`src/design/fdcd_pkg.sv`:
```
// Package for the frame difference change detector.
// It holds the item types, the frame-store geometry, the gray weights and the register map.
// It depends on nothing else.
`timescale 1ns / 1ps

package fdcd_pkg;

   // Frame store depth; the pixel address wraps after the last entry.
   localparam int MAX_FRAME_PIXELS = 524288;
   localparam int ADDR_W           = $clog2(MAX_FRAME_PIXELS);

   localparam int PIX_W   = 8;
   localparam int COUNT_W = 20;
   localparam logic [COUNT_W-1:0] COUNT_MAX = '1;

   // BGR to gray, fixed point over 2^14 with rounding.
   localparam int GRAY_FRAC = 14;
   localparam int PROD_W    = 22;
   localparam logic [PROD_W-1:0] WEIGHT_BLUE  = PROD_W'(1868);
   localparam logic [PROD_W-1:0] WEIGHT_GREEN = PROD_W'(9617);
   localparam logic [PROD_W-1:0] WEIGHT_RED   = PROD_W'(4899);
   localparam logic [PROD_W-1:0] GRAY_ROUND   = PROD_W'(8192);

   // Configuration register map.
   localparam int CSR_INDEX_W = 3;
   localparam int CSR_DATA_W  = 20;

   typedef enum logic [CSR_INDEX_W-1:0] {
      CSR_CHANGE_PIXEL_LIMIT = 3'd0,
      CSR_DIFF_THRESHOLD     = 3'd1,
      CSR_STABLE_FRAMES      = 3'd2,
      CSR_PROCESSED_VALUE    = 3'd3,
      CSR_CAMERA_ID          = 3'd4
   } fdcd_csr_index_type;

   localparam logic [COUNT_W-1:0] RESET_CHANGE_PIXEL_LIMIT = COUNT_W'(921);
   localparam logic [PIX_W-1:0]   RESET_DIFF_THRESHOLD     = PIX_W'(20);
   localparam logic [7:0]         RESET_STABLE_FRAMES      = 8'd3;
   localparam logic               RESET_PROCESSED_VALUE    = 1'b0;
   localparam logic [7:0]         RESET_CAMERA_ID          = 8'd0;

   typedef struct packed {
      logic [PIX_W-1:0] blue;
      logic [PIX_W-1:0] green;
      logic [PIX_W-1:0] red;
      logic             frame_end;
   } fdcd_req_type;

   typedef struct packed {
      logic       scene_changing;
      logic       scene_changed;
      logic       scene_processed;
      logic [7:0] camera_number;
   } fdcd_rsp_type;

   // End-of-frame event from the pixel path to the frame control.
   typedef struct packed {
      logic               done;
      logic [COUNT_W-1:0] count;
   } fdcd_frame_evt_type;

endpackage

```
`src/design/fdcd_frame_ctrl.sv`:
```
// Frame control: settle countdown, activity flag and the result output register.
// Depends on fdcd_pkg.
`timescale 1ns / 1ps

module fdcd_frame_ctrl
   import fdcd_pkg::*;
(
   input  logic               clock,
   input  logic               reset,
   input  fdcd_frame_evt_type evt,
   output logic               evt_ready,
   input  logic [COUNT_W-1:0] change_pixel_limit,
   input  logic [7:0]         stable_frames,
   input  logic               processed_value,
   input  logic [7:0]         camera_id,
   output logic               rsp_valid,
   input  logic               rsp_ready,
   output fdcd_rsp_type       rsp_data
);

   logic         have_prev_ff, have_prev_in;
   logic         pending_ff, pending_in;
   logic [7:0]   countdown_ff, countdown_in;
   logic         rsp_valid_ff, rsp_valid_in;
   fdcd_rsp_type rsp_data_ff, rsp_data_in;

   logic         take, emit, pend_n;
   logic [7:0]   cd_n;

   assign evt_ready = !rsp_valid_ff || rsp_ready;
   assign take      = evt.done && evt_ready;

   always_comb begin
      pend_n = pending_ff;
      cd_n   = countdown_ff;
      if (evt.count > change_pixel_limit) begin
         pend_n = 1'b1;
         cd_n   = stable_frames;
      end else if (countdown_ff != '0) begin
         cd_n = countdown_ff - 1'b1;
      end
   end

   always_comb begin
      have_prev_in = have_prev_ff;
      pending_in   = pending_ff;
      countdown_in = countdown_ff;
      emit         = 1'b0;
      rsp_data_in  = rsp_data_ff;
      if (take) begin
         have_prev_in = 1'b1;
         if (have_prev_ff) begin
            countdown_in = cd_n;
            pending_in   = pend_n;
            if (pend_n) begin
               emit                      = 1'b1;
               rsp_data_in.camera_number = camera_id;
               if (cd_n == '0) begin
                  pending_in                  = 1'b0;
                  rsp_data_in.scene_changing  = 1'b0;
                  rsp_data_in.scene_changed   = 1'b1;
                  rsp_data_in.scene_processed = processed_value;
               end else begin
                  rsp_data_in.scene_changing  = 1'b1;
                  rsp_data_in.scene_changed   = 1'b0;
                  rsp_data_in.scene_processed = 1'b0;
               end
            end
         end
      end
   end

   assign rsp_valid_in = emit || (rsp_valid_ff && !rsp_ready);
   assign rsp_valid    = rsp_valid_ff;
   assign rsp_data     = rsp_data_ff;

   always_ff @(posedge clock) begin
      if (reset) begin
         have_prev_ff <= 1'b0;
         pending_ff   <= 1'b0;
         countdown_ff <= '0;
         rsp_valid_ff <= 1'b0;
      end else begin
         have_prev_ff <= have_prev_in;
         pending_ff   <= pending_in;
         countdown_ff <= countdown_in;
         rsp_valid_ff <= rsp_valid_in;
      end
   end

   always_ff @(posedge clock) begin
      if (emit) begin
         rsp_data_ff <= rsp_data_in;
      end
   end

   // A result reports either changing or changed, never both.
   a_exclusive : assert property (@(posedge clock) disable iff (reset)
      rsp_valid_ff |-> !(rsp_data_ff.scene_changing && rsp_data_ff.scene_changed))
      else $error("result reports changing and changed at once");

   // Reporting a settled scene ends the pending activity.
   a_settle_clears : assert property (@(posedge clock) disable iff (reset)
      emit && rsp_data_in.scene_changed |=> !pending_ff)
      else $error("activity still pending after a settled result");

   // The first frame only primes the store and never gives a result.
   a_first_frame : assert property (@(posedge clock) disable iff (reset)
      take && !have_prev_ff |-> !emit)
      else $error("result on the first frame");

endmodule
```
`config.mk`:
```
export PLATFORM = sky130hd
export DESIGN_NAME = fdcd_frame_ctrl
export DESIGN_NICKNAME = d
export VERILOG_FILES = /design/src/design/fdcd_pkg.sv /design/src/design/fdcd_frame_ctrl.sv
export SDC_FILE = /design/constraint.sdc
export NUM_CORES = 1
export LEC_CHECK = 0
export BUFFER_PORTS_ARGS = -buffer_cell sky130_fd_sc_hd__buf_4
export CORE_ASPECT_RATIO = 1.25
export CORE_MARGIN = 2
export CORE_UTILIZATION = 48
export CTS_CLUSTER_DIAMETER = 100
export DETAILED_ROUTE_END_ITERATION = 6
export PLACE_DENSITY = 0.82
export SLEW_MARGIN = 15
export SYNTH_ARGS = -nofsm -noshare
export SYNTH_HDL_FRONTEND = slang
export SYNTH_SLANG_ARGS = --single-unit
```
`constraint.sdc`:
```
create_clock -name clock -period 3.6 [get_ports clock]
set_clock_uncertainty 0.15 [all_clocks]
set_input_delay 0.54 -clock clock [delete_from_list [all_inputs] [get_ports clock]]
set_output_delay 0.54 -clock clock [all_outputs]
set_load 0.1 [all_outputs]
```
==> run metrics, run 1 <==
status finished clean; fmax 0.3806 GHz; Layout Nets 357; Sw Pwr 258.5 uW; Yosys warning count 0; Final Hold Fails 0; minimum clock period after layout 2.627 ns; WP data required 3.41 ns; register area share after synthesis 31.61%; critical path startpoint category input port; Slew HR 59.10%; vias in the first global route 1736; global route overflow 0; Simple-Gate Fraction of Synth Area 22.84%; share of cells above drive strength 1 32.23%; number of vias per cell 5.756; Routability Congestion 0.7952; XOR/XNOR share of the synthesized area 1.509%; drt first pass iters 4; Initial Util 50.00%; R2R setup slack 1.06 ns; Primary FF master, synth edfxtp_1; sequential cell area 550.5 sq um; antenna violations before repair 0; post-synthesis register bit count 22; reg-to-reg startpoint countdown_ff[0]; worst min path class in -> reg; Die W about 58 um; worst reg2reg path depth 8; RSZ-0062 raised after global routing false; met3 usage 2.166%; dpl cells 308; Cell Int Power 504.9 uW; row cnt 24; post-cts resize count 0; final wirelength 4.234 mm; Area after DPL 2311 sq um; Final Max Tran Viols 0; hold-critical path depth 1; cts-stage hold buffer count 0; Max-cap violations 0; pwr/cell area 322.6 nW/um^2; met2 Use GR between 40% and 50%; Setup CP Type in -> reg; Ant. Diodes 0; TritonCTS clock tree built; Detail Placement HPWL 3.465 mm; final setup fails 0; drt initial violations 42; Post-synth EDFFs 11; DP Worst Slack 0.6972 ns; Worst Path Arrival 2.44 ns; Distinct cells, synth between 50 and 60; Top Ports 74; Critical R2R Capture rsp_data[10]; Avg Inst Size Synth 8.622 sq um; post-route DRC violation count 0; later-pin clock latency in the skew report 0.26 ns; Syn Inst Count 202; number of fillers in the final layout 294; total track usage 21.28%; Worst Setup SP evt[15]; die area 4129 sq um; core area ~3500 sq um; first-pass GRT wire length 7.044 mm; largest net degree at the start of global routing 15; Syn-to-layout area delta 35.85%; fin area 2366 sq um; Crit. End Element register; Clk pwr share 22.8%; final worst path period share 72.98%; sequential power share 38.7%; TNS Setup 0 ns; Compound-Gate Fraction of Synth Area 19.25%; PnR worst setup slack ~0.97 ns; routed length per placed instance about 14 um; CTS Buf Count 3; main combinational cell family by area after synthesis simple AND/OR/NAND/NOR gates; clock-pin slew on the worst setup and hold paths 0.08 ns; CP Capture Point rsp_data[3]; clock buffer depth 2; Crit Path Max Fanout 11; syn nets 285; highest ir drop seen on vdd 0.3125 mV; Sink Count 22; met1 GRT Util 24.63%; Final Core Density 67.92%; Design Power 763.3 uW; routed via count 1796; Leakage roughly 1.1 nW; Die Y just over 70 um; Tightest Pin Transition 0.6118 ns; Comb pwr share 38.5%; post-route insts no fill 312; Net Sw Frac 33.86%; Post-CTS Setup Repair Bufs 0; grt peak-use layer met2; async set-or-reset flop fraction in the synthesized netlist 0%; mux cell area share after synthesis 1.796%; Post-Synth Adder-Cell Area about 16%; Clk Tree Root Cell clkbuf_8; CTS H-tree depth 1; post-route ant nets 0; area of the multi-input gates between 1000 and 1500 sq um; synthesized cell area approximately 1700 sq um; worst hold slack 0.3078 ns; PortBufs 73
[power groups by stage]
stage	logic (mW)	clock network (mW)	registers (mW)
floorplan	0.170	0	0.327
global placement	0.289	0	0.300
detailed placement	0.293	0	0.301
CTS	0.295	0.175	0.295
global route	0.325	0.184	0.298
finish	0.294	0.174	0.296
[cells in the mapped netlist, types with 2 or more instances]
master	instances	area, sq um
edfxtp_1	11	330.3
xnor2_1	2	17.52
a311oi_1	2	17.52
and2_1	2	12.51
inv_1	23	86.33
a21oi_1	12	60.06
nor2_1	17	63.81
o21ai_0	9	45.04
o211ai_1	2	15.01
ha_1	22	275.3
nor2b_1	2	12.51
dfxtp_1	11	220.2
o311a_1	2	20.02
a211oi_1	2	15.01
nand2b_1	2	12.51
nand2_1	17	63.81
a31oi_1	3	18.77
clkbuf_1	5	18.77
nand4_1	6	37.54
nor4_1	3	18.77
nor3_1	5	25.02
o22ai_1	3	18.77
mux2i_1	2	20.02
nand3_1	7	35.03
a21o_1	2	15.01
[worst min path at each step]
stage	from	end	slack (ns)
floorplan	have_prev_ff	have_prev_ff	0.30
global placement	have_prev_ff	have_prev_ff	0.32
detailed placement	have_prev_ff	have_prev_ff	0.33
CTS	camera_id[4]	rsp_data[4]	0.30
global route	camera_id[3]	rsp_data[3]	0.30
finish	camera_id[0]	rsp_data[0]	0.31
[flip-flops by register name, summed over array words and instances, names as in the netlist]
signal	count
countdown_ff	8
have_prev_ff	1
pending_ff	1
rsp_data	11
rsp_valid	1
[worst max-delay path, stage by stage]
cell	delay, ns
buf_4	0.11
ha_1	0.30
nand4_1	0.17
nor4_2	0.35
a21boi_2	0.21
nand4b_2	0.19
nand2_2	0.15
a21oi_1	0.18
buf_4	0.23
[metal layers]
layer | up-vias | part of all wire (%)
met3 | 8 | 7.9
met1 | 824 | 37
met2 | 85 | 53
met4 | 0 | 1.4
met5 | - | 0
li1 | 879 | -
[cell families after synthesis]
group           after synthesis
simple gates                 74
compound gates               47
buf+inv                      31
fa+ha+maj                    22
flops                        22
xor+xnor                      3
mux                           3
[layout by cell type (no fill, tap or decap), types with 4 or more instances in the layout]
master,netlist,layout
buf_4,0,74
nor3_1,5,5
a21oi_1,12,12
dfxtp_1,11,11
ha_1,22,22
o21ai_0,9,9
clkbuf_8,0,4
nor2_1,17,17
nand2_1,17,17
nand4_1,6,6
inv_1,23,23
edfxtp_1,11,11
nand3_1,7,7
[layout make-up]
| class | instances | share of cell area (%) |
|---|---|---|
| Clock buffer | 4 | 2.327 |
| Sequential cell | 22 | 23.27 |
| Multi-Input combinational cell | 149 | 45.06 |
| Timing Repair Buffer | 74 | 23.48 |
| Inverter | 24 | 3.808 |
| Tap cell | 39 | 2.062 |
Power figures use the tool's default switching activity.
==> inputs of run 2 (changes only) <==
- clock period: 3.6 -> 2.6 ns (I/O delays scaled with it)
==> run 2 against run 1 <==
  * Global-route usage grew 0.51 points
  * Clock power grew 87%
  * Utilization is 2.6 points higher
  * Sequential share of layout area decreased by 0.86 points
  * Critical path type is now reg -> reg
  * Highest routed layer unchanged
==> run metrics, run 2 (synthesized netlist as in run 1, its figures left out) <==
status finished clean; Initial Util 50.00% (unchanged); clock-pin slew on the worst setup and hold paths 0.08 ns (about the same); first-pass GRT wire length 7.086 mm (+0.60%); Worst Path Arrival 2.26 ns (-0.18 ns); Detail Placement HPWL 3.616 mm (+4.4%); Net Sw Frac 32.57% (-1.3 points); fmax 0.4196 GHz; CP max stage cell dfxtp_1; post-route ant nets 0 (unchanged); Hold Startpoint camera_id[4]; Clk pwr share 28.0% (+5.2 points); RSZ-0062 raised after global routing false; pwr/cell area 472.5 nW/um^2 (+46%); sequential power share 35.4% (-3.3 points); number of vias per cell 5.597 (-2.8%); Syn-to-layout area delta 41.09%; Clk Tree Root Cell clkbuf_8; drt initial violations 56 (+33%); Final Core Density 70.55% (+2.6 points); final worst path period share ~92%; Leakage 1.145 nW (+4.3%); final setup fails 0 (unchanged); commonest cells after routing, fill and taps aside buf_4, inv_1, ha_1; max reg flops 11 (unchanged); Area after DPL 2380 sq um (+3.0%); die area 4129 sq um (unchanged); Max-cap violations 0 (unchanged); Sw Pwr 378.2 uW (+46%); Comb pwr share 36.6% (-1.9 points); global route overflow 0 (unchanged); later-pin clock latency in the skew report 0.27 ns (about the same); Layout Nets 363 (+1.7%); commonest non-fill, non-tap cell in the layout buf_4; reg-to-reg startpoint countdown_ff[0]; Crit. End Element register; fin area 2457 sq um (+3.9%); minimum clock period after layout roughly 2.4 ns; Slew HR 70.90% (+12 points); WP data required 2.48 ns (-0.93 ns); CP peak stage delay 0.37 ns (+0.02 ns); vias in the first global route 1665 (-4.1%); Setup CP Type reg -> reg; Ant. Diodes 0 (unchanged); core area 3483 sq um (unchanged); TNS Setup 0 ns (unchanged); routed length per placed instance 13.89 um (+2.4%); Die W 57.88 um (unchanged); Tightest Pin Transition 0.4364 ns (-0.1754 ns); drt first pass iters 4 (unchanged); total track usage 21.79% (+0.51 points); antenna violations before repair 0 (unchanged); row cnt 24 (unchanged); Sink Count 22 (unchanged); worst min path class in -> reg; post-route DRC violation count 0 (unchanged); Cell Int Power 782.9 uW (+55%); Final Hold Fails 0 (unchanged); CP cell instances inv_1, ha_1, nor4b_2, and2_1, o31ai_1, o211ai_1, a21oi_1, or2_1; routed via count 1780 (-0.89%); final wirelength 4.417 mm (+4.3%); highest ir drop seen on vdd 0.3910 mV (+25%); number of fillers in the final layout 282 (-4.1%); PortBufs 73 (unchanged); CTS H-tree depth 1 (unchanged); Crit Path Max Fanout 6 (-5); TritonCTS clock tree built; Crit path buffers/inverters 1 (-1); Final Max Tran Viols 0 (unchanged); largest net degree at the start of global routing 15 (unchanged); clock buffer depth 2 (unchanged); crit-path leading delay family simple AND/OR/NAND/NOR gates; Die Y 71.35 um (unchanged); Routability Congestion 0.8509 (+7.0%); share of cells above drive strength 1 34.77% (+2.5 points); Worst Setup SP countdown_ff[0]; critical path startpoint category register; Top Ports 74 (unchanged); CTS Buf Count 3 (unchanged)
-- run 2: changes by cell type in the layout (fill, tap and decap cells not counted), sizes merged --
cell    change
buf         +6
bufinv      +1
clkbuf      -1
-- run 2: what timing repair did --
action / in CTS / in global routing
resized for setup: 0 / 1
setup buffers: 0 / 0
hold buffers: 0 / 0
endpoints found under the hold margin: 0 / 0
setup endpoints to repair: 0 / 3
-- run 2: through the flow --
step           power, mW  hold slack [ns]  cells  worst slack (ns)
2_1_floorplan     0.6902           0.3000    202           0.02448
3_3_place_gp      0.8274           0.3136    314            0.1067
3_5_place_dp      0.8358           0.3607    314           0.01821
4_1_cts            1.150           0.1445    318            0.1110
5_1_grt            1.214           0.1358    318            0.1187
6_report           1.161           0.1424    318            0.2167
-- run 2: worst paths after layout --
kind	to	slack [ns]	cells after the start
setup reg to reg	rsp_data[9]	0.22	8
hold reg to reg	have_prev_ff	0.37	2
hold / removal	rsp_data[4]	0.14	1
setup / recovery	rsp_data[9]	0.22	8
-- run 2: power groups by stage --
stage          combinational, mW  clock (mW)  sequential [mW]
2_1_floorplan              0.237           0            0.453
3_3_place_gp               0.411           0            0.416
3_5_place_dp               0.418           0            0.417
4_1_cts                    0.421       0.320            0.409
5_1_grt                    0.467       0.333            0.414
6_report                   0.425       0.325            0.411
-- run 2: area by class of cell --
class,instances,area (sq um),area share [%]
Clock buffer,3,41.29,1.680
Clock inverter,1,30.03,1.222
Inverter,24,90.09,3.666
Multi-Input combinational cell,149,1084,44.09
Sequential cell,22,550.5,22.40
Tap cell,39,48.80,1.986
Timing Repair Buffer,80,613.1,24.95
-- run 2: layer usage --
layer,vias up,share of wire (%),track usage (%)
met5,-,0,0
met1,795,40,25.37
met2,85,51,39.39
met4,0,2.1,8.527
li1,891,-,-
met3,9,6.7,3.249
